==> src/sv/eba_pkg.sv <==
`timescale 1ns / 1ps
package eba_pkg;
  localparam int MEM_BYTES = 65536;
  localparam int MEM_AW = $clog2(MEM_BYTES);
  localparam logic [15:0] RESET_PC = 16'h0200;
  localparam logic [7:0] RESET_SP = 8'hFF;
  localparam logic [7:0] STACK_PAGE = 8'h01;

  localparam logic [1:0] FUNC_WRITE = 2'd0;
  localparam logic [1:0] FUNC_READ = 2'd1;
  localparam logic [1:0] FUNC_EXEC = 2'd2;

  localparam logic [1:0] OUT_RUN = 2'd0;
  localparam logic [1:0] OUT_BRK = 2'd1;
  localparam logic [1:0] OUT_BAD = 2'd2;

  localparam logic [7:0] FL_N = 8'h80;
  localparam logic [7:0] FL_V = 8'h40;
  localparam logic [7:0] FL_Z = 8'h02;
  localparam logic [7:0] FL_C = 8'h01;

  localparam logic [7:0] OP_BRK = 8'h00;
  localparam logic [7:0] OP_BPL = 8'h10;
  localparam logic [7:0] OP_BNE = 8'hD0;
  localparam logic [7:0] OP_BEQ = 8'hF0;
  localparam logic [7:0] OP_CLC = 8'h18;
  localparam logic [7:0] OP_JSR = 8'h20;
  localparam logic [7:0] OP_JMP = 8'h4C;
  localparam logic [7:0] OP_RTS = 8'h60;
  localparam logic [7:0] OP_AND_IMM = 8'h29;
  localparam logic [7:0] OP_EOR_ABX = 8'h5D;
  localparam logic [7:0] OP_ADC_IMM = 8'h69;
  localparam logic [7:0] OP_SBC_IMM = 8'hE9;
  localparam logic [7:0] OP_PHA = 8'h48;
  localparam logic [7:0] OP_PLA = 8'h68;
  localparam logic [7:0] OP_STA_ZP = 8'h85;
  localparam logic [7:0] OP_STA_ZPX = 8'h95;
  localparam logic [7:0] OP_STA_ABS = 8'h8D;
  localparam logic [7:0] OP_STA_ABY = 8'h99;
  localparam logic [7:0] OP_TXA = 8'h8A;
  localparam logic [7:0] OP_TXS = 8'h9A;
  localparam logic [7:0] OP_TSX = 8'hBA;
  localparam logic [7:0] OP_LDY_IMM = 8'hA0;
  localparam logic [7:0] OP_LDX_IMM = 8'hA2;
  localparam logic [7:0] OP_LDX_ZP = 8'hA6;
  localparam logic [7:0] OP_LDA_IMM = 8'hA9;
  localparam logic [7:0] OP_LDA_ZP = 8'hA5;
  localparam logic [7:0] OP_LDA_ZPX = 8'hB5;
  localparam logic [7:0] OP_LDA_IZX = 8'hA1;
  localparam logic [7:0] OP_LDA_IZY = 8'hB1;
  localparam logic [7:0] OP_LDA_ABS = 8'hAD;
  localparam logic [7:0] OP_LDA_ABX = 8'hBD;
  localparam logic [7:0] OP_LDA_ABY = 8'hB9;
  localparam logic [7:0] OP_INY = 8'hC8;
  localparam logic [7:0] OP_INX = 8'hE8;
  localparam logic [7:0] OP_DEX = 8'hCA;
  localparam logic [7:0] OP_CPX_IMM = 8'hE0;
  localparam logic [7:0] OP_CPX_ZP = 8'hE4;
  localparam logic [7:0] OP_CMP_IMM = 8'hC9;
  localparam logic [7:0] OP_CMP_ZP = 8'hC5;
  localparam logic [7:0] OP_CMP_ABS = 8'hCD;
  localparam logic [7:0] OP_NOP = 8'hEA;

  typedef struct packed {
    logic [1:0] func;
    logic [15:0] byte_addr;
    logic [7:0] mem_data;
  } in_item_t;

  typedef struct packed {
    logic [1:0] outcome;
    logic [7:0] read_byte;
    logic [15:0] prog_counter;
    logic [7:0] acc_value;
    logic [7:0] x_value;
    logic [7:0] y_value;
    logic [7:0] sp_value;
    logic [7:0] flag_bits;
  } out_item_t;

  typedef struct packed {
    logic we;
    logic [15:0] addr;
    logic [7:0] wdata;
  } mem_req_t;
endpackage

==> src/sv/eba_if.sv <==
`timescale 1ns / 1ps
interface eba_in_if;
  logic valid;
  logic ready;
  eba_pkg::in_item_t data;
  modport source(output valid, output data, input ready);
  modport sink(input valid, input data, output ready);
endinterface

interface eba_out_if;
  logic valid;
  logic ready;
  eba_pkg::out_item_t data;
  modport source(output valid, output data, input ready);
  modport sink(input valid, input data, output ready);
endinterface

interface eba_cfg_if;
  logic valid;
  logic ready;
  logic [15:0] data;
  modport source(output valid, output data, input ready);
  modport sink(input valid, input data, output ready);
endinterface

==> src/sv/eba_core.sv <==
`timescale 1ns / 1ps
module eba_core (
  input  logic clk,
  input  logic rst_n,
  eba_in_if.sink in_ch,
  eba_out_if.source out_ch,
  eba_cfg_if.sink cfg_ch,
  output eba_pkg::mem_req_t mem_req,
  input  logic [7:0] mem_rdata
);
  import eba_pkg::*;

  localparam logic [3:0] S_CLR = 4'd0;
  localparam logic [3:0] S_IDLE = 4'd1;
  localparam logic [3:0] S_OP = 4'd2;
  localparam logic [3:0] S_B1 = 4'd3;
  localparam logic [3:0] S_B2 = 4'd4;
  localparam logic [3:0] S_P1 = 4'd5;
  localparam logic [3:0] S_DATA = 4'd6;
  localparam logic [3:0] S_RD = 4'd7;
  localparam logic [3:0] S_DONE = 4'd8;
  localparam logic [3:0] S_WAIT = 4'd9;
  localparam logic [3:0] S_S2 = 4'd10;

  logic [3:0] st_r, st_nxt;
  logic [MEM_AW:0] clr_r, clr_nxt;
  logic [15:0] pc_r, pc_nxt;
  logic [7:0] a_r, a_nxt, x_r, x_nxt, y_r, y_nxt, sp_r, sp_nxt, p_r, p_nxt;
  logic [7:0] op_r, op_nxt, b1_r, b1_nxt, b2_r, b2_nxt, rb_r, rb_nxt;
  logic [1:0] oc_r, oc_nxt;
  logic ov_r, ov_nxt;
  mem_req_t rq;

  logic [15:0] pc1, pc2, pc3;
  logic [8:0] sum;
  logic [7:0] mv, cmpr, ares;
  logic [8:0] cdiff;

  assign in_ch.ready = (st_r == S_IDLE) && !ov_r;
  assign cfg_ch.ready = (st_r != S_CLR);
  assign out_ch.valid = ov_r;
  assign out_ch.data = '{outcome: oc_r, read_byte: rb_r, prog_counter: pc_r,
                         acc_value: a_r, x_value: x_r, y_value: y_r,
                         sp_value: sp_r, flag_bits: p_r};
  assign mem_req = rq;
  assign pc1 = pc_r + 16'd1;
  assign pc2 = pc_r + 16'd2;
  assign pc3 = pc_r + 16'd3;

  function automatic logic [7:0] nz(input logic [7:0] f, input logic [7:0] v);
    nz = (f & ~(FL_N | FL_Z)) | (v[7] ? FL_N : 8'h00) | (v == 8'h00 ? FL_Z : 8'h00);
  endfunction

  always_comb begin
    st_nxt = st_r; clr_nxt = clr_r; pc_nxt = pc_r;
    a_nxt = a_r; x_nxt = x_r; y_nxt = y_r; sp_nxt = sp_r; p_nxt = p_r;
    op_nxt = op_r; b1_nxt = b1_r; b2_nxt = b2_r; rb_nxt = rb_r; oc_nxt = oc_r;
    ov_nxt = ov_r;
    rq = '{we: 1'b0, addr: pc_r, wdata: a_r};
    mv = mem_rdata; cmpr = a_r; ares = 8'h00; sum = 9'h000; cdiff = 9'h000;
    if (out_ch.valid && out_ch.ready) ov_nxt = 1'b0;
    if (cfg_ch.valid && cfg_ch.ready) begin
      pc_nxt = cfg_ch.data;
    end
    unique case (st_r)
      S_CLR: begin
        rq = '{we: 1'b1, addr: clr_r[15:0], wdata: 8'h00};
        clr_nxt = clr_r + 1'b1;
        if (clr_r == (MEM_AW + 1)'(MEM_BYTES - 1)) st_nxt = S_IDLE;
      end
      S_IDLE: begin
        if (in_ch.valid && !ov_r) begin
          rq.addr = in_ch.data.byte_addr;
          oc_nxt = OUT_RUN; rb_nxt = 8'h00;
          unique case (in_ch.data.func)
            FUNC_WRITE: begin
              rq.we = 1'b1; rq.wdata = in_ch.data.mem_data; st_nxt = S_DONE;
            end
            FUNC_READ: st_nxt = S_RD;
            FUNC_EXEC: begin rq.addr = pc_r; st_nxt = S_OP; end
            default: st_nxt = S_DONE;
          endcase
        end
      end
      S_RD: begin rb_nxt = mem_rdata; st_nxt = S_DONE; end
      S_OP: begin
        op_nxt = mem_rdata; rq.addr = pc1; st_nxt = S_B1;
        unique case (mem_rdata)
          OP_BRK: begin oc_nxt = OUT_BRK; st_nxt = S_DONE; end
          OP_CLC: begin p_nxt = p_r & ~FL_C; pc_nxt = pc1; st_nxt = S_DONE; end
          OP_NOP: begin pc_nxt = pc1; st_nxt = S_DONE; end
          OP_TXA: begin
            a_nxt = x_r; p_nxt = nz(p_r, x_r); pc_nxt = pc1; st_nxt = S_DONE;
          end
          OP_TXS: begin sp_nxt = x_r; pc_nxt = pc1; st_nxt = S_DONE; end
          OP_TSX: begin
            x_nxt = sp_r; p_nxt = nz(p_r, sp_r); pc_nxt = pc1; st_nxt = S_DONE;
          end
          OP_INY: begin
            y_nxt = y_r + 8'd1; p_nxt = nz(p_r, y_r + 8'd1); pc_nxt = pc1; st_nxt = S_DONE;
          end
          OP_INX: begin
            x_nxt = x_r + 8'd1; p_nxt = nz(p_r, x_r + 8'd1); pc_nxt = pc1; st_nxt = S_DONE;
          end
          OP_DEX: begin
            x_nxt = x_r - 8'd1; p_nxt = nz(p_r, x_r - 8'd1); pc_nxt = pc1; st_nxt = S_DONE;
          end
          OP_PHA: begin
            rq = '{we: 1'b1, addr: {STACK_PAGE, sp_r}, wdata: a_r};
            sp_nxt = sp_r - 8'd1; pc_nxt = pc1; st_nxt = S_DONE;
          end
          OP_PLA: begin
            rq.addr = {STACK_PAGE, sp_r + 8'd1}; sp_nxt = sp_r + 8'd1;
            pc_nxt = pc1; st_nxt = S_DATA;
          end
          OP_RTS: begin
            rq.addr = {STACK_PAGE, sp_r + 8'd1}; sp_nxt = sp_r + 8'd1; st_nxt = S_P1;
          end
          OP_BPL, OP_BNE, OP_BEQ, OP_JSR, OP_JMP, OP_AND_IMM, OP_EOR_ABX, OP_ADC_IMM,
          OP_SBC_IMM, OP_STA_ZP, OP_STA_ZPX, OP_STA_ABS, OP_STA_ABY, OP_LDY_IMM,
          OP_LDX_IMM, OP_LDX_ZP, OP_LDA_IMM, OP_LDA_ZP, OP_LDA_ZPX, OP_LDA_IZX,
          OP_LDA_IZY, OP_LDA_ABS, OP_LDA_ABX, OP_LDA_ABY, OP_CPX_IMM, OP_CPX_ZP,
          OP_CMP_IMM, OP_CMP_ZP, OP_CMP_ABS: ;
          default: begin oc_nxt = OUT_BAD; st_nxt = S_DONE; end
        endcase
      end
      S_P1: begin
        b1_nxt = mem_rdata; rq.addr = {STACK_PAGE, sp_r + 8'd1}; sp_nxt = sp_r + 8'd1;
        st_nxt = S_WAIT;
      end
      S_WAIT: begin pc_nxt = {mem_rdata, b1_r} + 16'd1; st_nxt = S_DONE; end
      S_B1: begin
        b1_nxt = mem_rdata; rq.addr = pc2; st_nxt = S_DONE; pc_nxt = pc2;
        unique case (op_r)
          OP_BPL, OP_BNE, OP_BEQ: begin
            if ((op_r == OP_BPL && !p_r[7]) || (op_r == OP_BNE && !p_r[1]) ||
                (op_r == OP_BEQ && p_r[1]))
              pc_nxt = pc2 + {{8{mem_rdata[7]}}, mem_rdata};
          end
          OP_AND_IMM: begin a_nxt = a_r & mem_rdata; p_nxt = nz(p_r, a_r & mem_rdata); end
          OP_ADC_IMM, OP_SBC_IMM: begin
            mv = (op_r == OP_SBC_IMM) ? ~mem_rdata : mem_rdata;
            sum = {1'b0, a_r} + {1'b0, mv} + {8'h00, p_r[0]};
            a_nxt = sum[7:0];
            p_nxt = nz(p_r & ~(FL_V | FL_C), sum[7:0]) | (sum[8] ? FL_C : 8'h00) |
                    ((~(a_r ^ mv) & (a_r ^ sum[7:0]) & 8'h80) != 8'h00 ? FL_V : 8'h00);
          end
          OP_LDY_IMM: begin y_nxt = mem_rdata; p_nxt = nz(p_r, mem_rdata); end
          OP_LDX_IMM: begin x_nxt = mem_rdata; p_nxt = nz(p_r, mem_rdata); end
          OP_LDA_IMM: begin a_nxt = mem_rdata; p_nxt = nz(p_r, mem_rdata); end
          OP_CPX_IMM, OP_CMP_IMM: begin
            cmpr = (op_r == OP_CPX_IMM) ? x_r : a_r;
            cdiff = {1'b0, cmpr} - {1'b0, mem_rdata};
            p_nxt = nz(p_r & ~FL_C, cdiff[7:0]) | (cdiff[8] ? 8'h00 : FL_C);
          end
          OP_STA_ZP: rq = '{we: 1'b1, addr: {8'h00, mem_rdata}, wdata: a_r};
          OP_STA_ZPX: rq = '{we: 1'b1, addr: {8'h00, mem_rdata + x_r}, wdata: a_r};
          OP_LDX_ZP, OP_LDA_ZP, OP_CPX_ZP, OP_CMP_ZP: begin
            rq.addr = {8'h00, mem_rdata}; st_nxt = S_DATA;
          end
          OP_LDA_ZPX: begin rq.addr = {8'h00, mem_rdata + x_r}; st_nxt = S_DATA; end
          OP_LDA_IZX: begin
            rq.addr = {8'h00, mem_rdata + x_r}; b1_nxt = mem_rdata + x_r; st_nxt = S_S2;
          end
          OP_LDA_IZY: begin rq.addr = {8'h00, mem_rdata}; st_nxt = S_S2; end
          default: begin pc_nxt = pc_r; st_nxt = S_B2; end
        endcase
      end
      S_S2: begin
        // Pointer low byte arrives; fetch the high byte within page zero.
        b2_nxt = mem_rdata; rq.addr = {8'h00, b1_r + 8'd1}; st_nxt = S_B2;
      end
      S_B2: begin
        if (op_r == OP_LDA_IZX || op_r == OP_LDA_IZY) begin
          rq.addr = {mem_rdata, b2_r} + ((op_r == OP_LDA_IZY) ? {8'h00, y_r} : 16'h0000);
          st_nxt = S_DATA;
        end else begin
          b2_nxt = mem_rdata; pc_nxt = pc3; st_nxt = S_DONE;
          unique case (op_r)
            OP_JMP: pc_nxt = {mem_rdata, b1_r};
            OP_JSR: begin
              rq = '{we: 1'b1, addr: {STACK_PAGE, sp_r}, wdata: pc2[15:8]};
              sp_nxt = sp_r - 8'd1; pc_nxt = {mem_rdata, b1_r}; st_nxt = S_P1;
              b1_nxt = pc2[7:0];
            end
            OP_STA_ABS: rq = '{we: 1'b1, addr: {mem_rdata, b1_r}, wdata: a_r};
            OP_STA_ABY: rq = '{we: 1'b1, addr: {mem_rdata, b1_r} + {8'h00, y_r}, wdata: a_r};
            OP_LDA_ABS, OP_CMP_ABS: begin rq.addr = {mem_rdata, b1_r}; st_nxt = S_DATA; end
            OP_LDA_ABX, OP_EOR_ABX: begin
              rq.addr = {mem_rdata, b1_r} + {8'h00, x_r}; st_nxt = S_DATA;
            end
            OP_LDA_ABY: begin rq.addr = {mem_rdata, b1_r} + {8'h00, y_r}; st_nxt = S_DATA; end
            default: ;
          endcase
        end
      end
      S_DATA: begin
        st_nxt = S_DONE;
        unique case (op_r)
          OP_LDX_ZP: begin x_nxt = mem_rdata; p_nxt = nz(p_r, mem_rdata); end
          OP_CPX_ZP, OP_CMP_ZP, OP_CMP_ABS: begin
            cmpr = (op_r == OP_CPX_ZP) ? x_r : a_r;
            cdiff = {1'b0, cmpr} - {1'b0, mem_rdata};
            p_nxt = nz(p_r & ~FL_C, cdiff[7:0]) | (cdiff[8] ? 8'h00 : FL_C);
          end
          OP_EOR_ABX: begin ares = a_r ^ mem_rdata; a_nxt = ares; p_nxt = nz(p_r, ares); end
          default: begin a_nxt = mem_rdata; p_nxt = nz(p_r, mem_rdata); end
        endcase
      end
      S_DONE: begin ov_nxt = 1'b1; st_nxt = S_IDLE; end
      default: st_nxt = S_IDLE;
    endcase
    // The second JSR push uses the stack state slot.
    if (st_r == S_P1 && op_r == OP_JSR) begin
      rq = '{we: 1'b1, addr: {STACK_PAGE, sp_r}, wdata: b1_r};
      sp_nxt = sp_r - 8'd1; b1_nxt = b1_r; st_nxt = S_DONE;
    end
  end

  always_ff @(posedge clk) begin
    if (!rst_n) begin
      st_r <= S_CLR; clr_r <= '0; pc_r <= RESET_PC;
      a_r <= 8'h00; x_r <= 8'h00; y_r <= 8'h00; sp_r <= RESET_SP; p_r <= 8'h00;
      ov_r <= 1'b0; oc_r <= OUT_RUN;
    end else begin
      st_r <= st_nxt; clr_r <= clr_nxt; pc_r <= pc_nxt;
      a_r <= a_nxt; x_r <= x_nxt; y_r <= y_nxt; sp_r <= sp_nxt; p_r <= p_nxt;
      ov_r <= ov_nxt; oc_r <= oc_nxt;
    end
    op_r <= op_nxt; b1_r <= b1_nxt; b2_r <= b2_nxt; rb_r <= rb_nxt;
  end
endmodule

==> src/flat_wrapper.sv <==
// flat-port wrapper written by rule: the top's interface ports become plain ports
module eba_core_flat import eba_pkg::*;
  (clk, rst_n, mem_req, mem_rdata, in_ch_valid, in_ch_data, in_ch_ready, out_ch_valid, out_ch_data, out_ch_ready, cfg_ch_valid, cfg_ch_data, cfg_ch_ready);
  eba_in_if in_ch_i ();
  eba_out_if out_ch_i ();
  eba_cfg_if cfg_ch_i ();
  input  logic clk;
  input  logic rst_n;
  output eba_pkg::mem_req_t mem_req;
  input  logic [7:0] mem_rdata;
  input wire logic [$bits(in_ch_i.valid)-1:0] in_ch_valid;
  input wire logic [$bits(in_ch_i.data)-1:0] in_ch_data;
  output wire logic [$bits(in_ch_i.ready)-1:0] in_ch_ready;
  output wire logic [$bits(out_ch_i.valid)-1:0] out_ch_valid;
  output wire logic [$bits(out_ch_i.data)-1:0] out_ch_data;
  input wire logic [$bits(out_ch_i.ready)-1:0] out_ch_ready;
  input wire logic [$bits(cfg_ch_i.valid)-1:0] cfg_ch_valid;
  input wire logic [$bits(cfg_ch_i.data)-1:0] cfg_ch_data;
  output wire logic [$bits(cfg_ch_i.ready)-1:0] cfg_ch_ready;
  assign in_ch_i.valid = in_ch_valid;
  assign in_ch_i.data = in_ch_data;
  assign in_ch_ready = in_ch_i.ready;
  assign out_ch_valid = out_ch_i.valid;
  assign out_ch_data = out_ch_i.data;
  assign out_ch_i.ready = out_ch_ready;
  assign cfg_ch_i.valid = cfg_ch_valid;
  assign cfg_ch_i.data = cfg_ch_data;
  assign cfg_ch_ready = cfg_ch_i.ready;
  eba_core u_core (.clk(clk), .rst_n(rst_n), .in_ch(in_ch_i), .out_ch(out_ch_i), .cfg_ch(cfg_ch_i), .mem_req(mem_req), .mem_rdata(mem_rdata));
endmodule
==> config.mk <==
export PLATFORM = sky130hd
export DESIGN_NAME = eba_core_flat
export DESIGN_NICKNAME = d
export VERILOG_FILES = /design/src/sv/eba_pkg.sv /design/src/sv/eba_if.sv /design/src/sv/eba_core.sv /design/src/flat_wrapper.sv
export SDC_FILE = /design/constraint.sdc
export NUM_CORES = 1
export LEC_CHECK = 0
export BUFFER_PORTS_ARGS = -buffer_cell sky130_fd_sc_hd__buf_2
export CORE_MARGIN = 5
export CORE_UTILIZATION = 50
export DETAILED_ROUTE_END_ITERATION = 7
export PLACE_DENSITY_LB_ADDON = 0.15
export SLEW_MARGIN = 20
export SYNTH_ARGS = -nofsm -noshare
export SYNTH_HDL_FRONTEND = slang
export SYNTH_SLANG_ARGS = --single-unit
export TNS_END_PERCENT = 30
==> constraint.sdc <==
create_clock -name clk -period 5.37 [get_ports clk]
set_input_delay 1.611 -clock clk [delete_from_list [all_inputs] [get_ports clk]]
set_output_delay 1.611 -clock clk [all_outputs]
set_load 0.05 [all_outputs]
==> reports/results.ini <==
[outcome]
status = finished with violations
failed_checks = setup timing

[clock_network]
clk_pin_slew_ns = 0.09
cts_buffers = 9
cts_tree = done
cts_hold_buf = 0
clk_latency_ns = 0.40
cts_root_buf = clkbuf_16
cts_buffer_depth = 2
numClockSinks = 112
h-tree-depth = 3

[synthesis]
synthMuxAreaShare_pct = 4.10
syn_area_per_cell_um2 = 7.30
async_flop_share_pct = 0
synth_area_um2 = 14500
syn_inst = 1989
synth_enable_flop_cells = 32
ys_types = 94
synthAdderAreaFrac_pct = 8.59
yosys_warnings = 0
synth-xor-area-share_pct = 8.39
ys_seq_area_share_pct = 17.7
synth_compound_area_share_pct = 30.2
synth_ff_type = dfxtp_1
synthSimpleGateAreaFrac_pct = 25.9
synth_top_family_by_area = compound AO/OA/AOI/OAI gates
synth_seq_cells = 112
mappedNetlistNets = 2140

[sta]
max_freq_mhz = 177
hold_ws_ns = 0.461
tightest_slew_ns = 1.09
slew_violations = 0
layout_setup_ws_ns = -0.272
setup_viol = 14
finalHoldViolCount = 0
finClkSkew_ns = 0.0160
period_share_pct = 105
slew_headroom_pct = 27.3
rsz0062_at_grt = yes
fin_crit_ns = 5.64

[worst_setup_path]
crit_start = u_core.op_r[6]$_DFFE_PP_
crit_family = compound AO/OA/AOI/OAI gates
cp_slowest_cell = edfxtp_1
r2r_slack_ns = 1.10
crit_end = mem_req[15]
worst_setup_path_start_kind = flip-flop
reg2reg_depth = 15
crit_required_ns = 3.76
worstReg2RegStart = u_core.op_r[0]$_DFFE_PP_
critPathMaxFanout = 5
slowest_delay_ns = 0.43
worst-path-stages = 17
worstSetupPathType = reg -> out
worstSetupEndpointType = primary output
worstReg2RegEnd = u_core.p_r[1]$_SDFFE_PN0P_
crit_buf_inv = 5
crit_top_cell = buf_4
crit_chain = nor2b_2 > nand2_4 > nor3_4 > buf_6 > buf_6 > mux2_4 > ha_4 > and2_4 > a21boi_2 > o211ai_1 > a21boi_2 > buf_4 > buf_4 > o31ai_1 > a221oi_1 > a21oi_1 > buf_4
worst_ep_arrival_time_ns = 4.03

[floorplanning]
rows = 62
die_y_um = 180
io_pins = 149
die_w_um = 180
coreArea_um2 = 28700
dieArea_um2 = 32500
initial_core_util_pct = 50.6

[placed_design]
routabilityCongestion = 1.12
dpl.hpwl_mm = 57.2
numPortBuffers = 148

[final_layout]
nets = 2361
drive_gt1_share_pct = 21.9
fin_util_pct = 60.9
syn_to_final_growth_pct = 20.4
nFillCells = 2767

[global_route]
grt-ovfl-total = 0
grt_pass1_wl_mm = 110
grt_pass1_vias = 17394
antenna_found_initial = 4
grt_max_degree = 35
gr-usage-all-layers_pct = 44.0

[pwr]
power_density_nw_per_um2 = 108
power_leakage_nw = 6.95
vdd_ir_drop_max_v = 0.000175

[drt]
first_pass_iters = 7
antenna_left = 0
vias_per_cell = 7.15
post_drt_wl_per_cell_um = 29.1
drcViolationCount = 0
drt_iter0_markers = 3463
totalWireLength_mm = 75.6
dr_total_vias = 18595

[min_path]
hold_depth = 1
hp-class = reg -> reg

[run]
cap_viol_max_count = 0

## registers in the layout, summed over array words and instances (netlist names), 2 cells and up
name and flops:
u_core.a_r 8, u_core.b1_r 8, u_core.b2_r 8, u_core.clr_r 17
u_core.oc_r 2, u_core.op_r 8, u_core.p_r 8, u_core.pc_r 16
u_core.rb_r 8, u_core.sp_r 8, u_core.st_r 4, u_core.x_r 8
u_core.y_r 8
## cell families after synthesis
group,after synthesis
AND/OR/NAND/NOR,749
multiplexers,55
adder cells (fa/ha/maj),96
flip-flops,112
AO/OA/AOI/OAI,644
buffers and inverters,194
XOR/XNOR,139
## cell type report
cell class | instances | area (µm²) | area share (%)
Clock buffer | 9 | 225 | 1.29
Antenna cell | 2 | 5.00 | 0.0286
Sequential cell | 112 | 2560 | 14.7
Timing Repair Buffer | 361 | 2450 | 14.0
Multi-Input combinational cell | 1683 | 11500 | 66.0
Clock inverter | 7 | 63.8 | 0.365
Tap cell | 384 | 480 | 2.75
Inverter | 43 | 161 | 0.924
## per-layer routing
layer / share of wire, % / track usage (%)
met2: 41 / 63.2
met4: 7.3 / 25.7
met3: 14 / 12.6
met5: 0.046 / 0
met1: 38 / 58.6
## repair_timing
item	4_1_cts	5_1_grt
buffers inserted	6	6
gates resized for setup	69	24
pin swaps	34	32
endpoints found under the setup margin	16	16
cloned	0	0
## power by group
group	switching, W	internal (W)	total [W]
clock	0.000399	0.000326	0.000725
combinational	0.000186	0.000109	0.000295
sequential	0.00000381	0.000868	0.000872
total	0.000589	0.00130	0.00189
## cell usage after synthesis, types with 26 or more instances
master,count,area (µm²)
nor2_1,201,754
nand2_1,188,706
a21oi_1,139,696
o21ai_0,133,666
clkbuf_1,108,405
ha_1,90,1130
dfxtp_1,80,1600
xnor2_1,79,692
nand3_1,70,350
nor3_1,61,305
xor2_1,60,526
inv_1,38,143
a22oi_1,34,255
edfxtp_1,32,961
a31oi_1,29,181
a211oi_1,28,210
and3_1,28,175
mux2i_1,28,280
o211ai_1,27,203
a221oi_1,26,228
and2_1,26,163
mux2_2,26,293
## through the flow
| stage | std cells | power (W) | cell area, µm² | setup TNS, ns | setup slack, ns |
|---|---|---|---|---|---|
| finish | 2601 | 0.00189 | 17500 | -1.94 | -0.272 |
| global route | 2599 | 0.00194 | 17500 | -3.11 | -0.308 |
| CTS | 2593 | 0.00188 | 17300 | -1.33 | -0.227 |
| detailed placement | 2571 | 0.00117 | 16700 | -2.49 | -0.260 |
| global placement | 2571 | 0.00116 | 16700 | -1.82 | -0.269 |
| floorplan | 1989 | 0.00104 | 14600 | -0.914 | -0.179 |
## how the worst min path moves through the flow
stage / start / endpoint / slack (ns)
after CTS: u_core.p_r[3]$_SDFFE_PN0P_ / u_core.p_r[3]$_SDFFE_PN0P_ / 0.47
after detailed placement: u_core.p_r[2]$_SDFFE_PN0P_ / u_core.p_r[2]$_SDFFE_PN0P_ / 0.45
final: u_core.p_r[3]$_SDFFE_PN0P_ / u_core.p_r[3]$_SDFFE_PN0P_ / 0.46
after floorplan: u_core.clr_r[1]$_SDFFE_PN0P_ / u_core.clr_r[1]$_SDFFE_PN0P_ / 0.47
after global routing: u_core.p_r[4]$_SDFFE_PN0P_ / u_core.p_r[4]$_SDFFE_PN0P_ / 0.49
after global placement: u_core.p_r[5]$_SDFFE_PN0P_ / u_core.p_r[5]$_SDFFE_PN0P_ / 0.44
## placed cells by master (no fill, tap or decap), types with 25 or more instances in the layout
master      n
edfxtp_1   32
xor2_1     60
dfxtp_1    80
buf_4     216
a211oi_1   26
nor3_1     58
a31oi_1    29
o211ai_1   27
ha_1       83
nor2_1    199
inv_1      37
nand3_1    69
o21ai_0   119
xnor2_1    78
and3_1     27
o221ai_1   25
nand2b_1   25
a22oi_1    34
buf_2     131
mux2i_1    28
nand2_1   185
a21oi_1   131
## worst register-to-register path, cell delays in order, from the launching register on
cell and delay, ns:
edfxtp_1 0.43, buf_6 0.14, buf_4 0.17, or4_1 0.57, buf_4 0.18, nor3_2 0.40
mux2_2 0.40, ha_1 0.28, nor2b_1 0.15, o2111ai_1 0.17, nand4b_1 0.23, o31ai_1 0.32
xnor2_1 0.14, nor4_1 0.31, o31ai_1 0.14, a31oi_1 0.16
No activity file was read; power rests on OpenSTA's default activity.
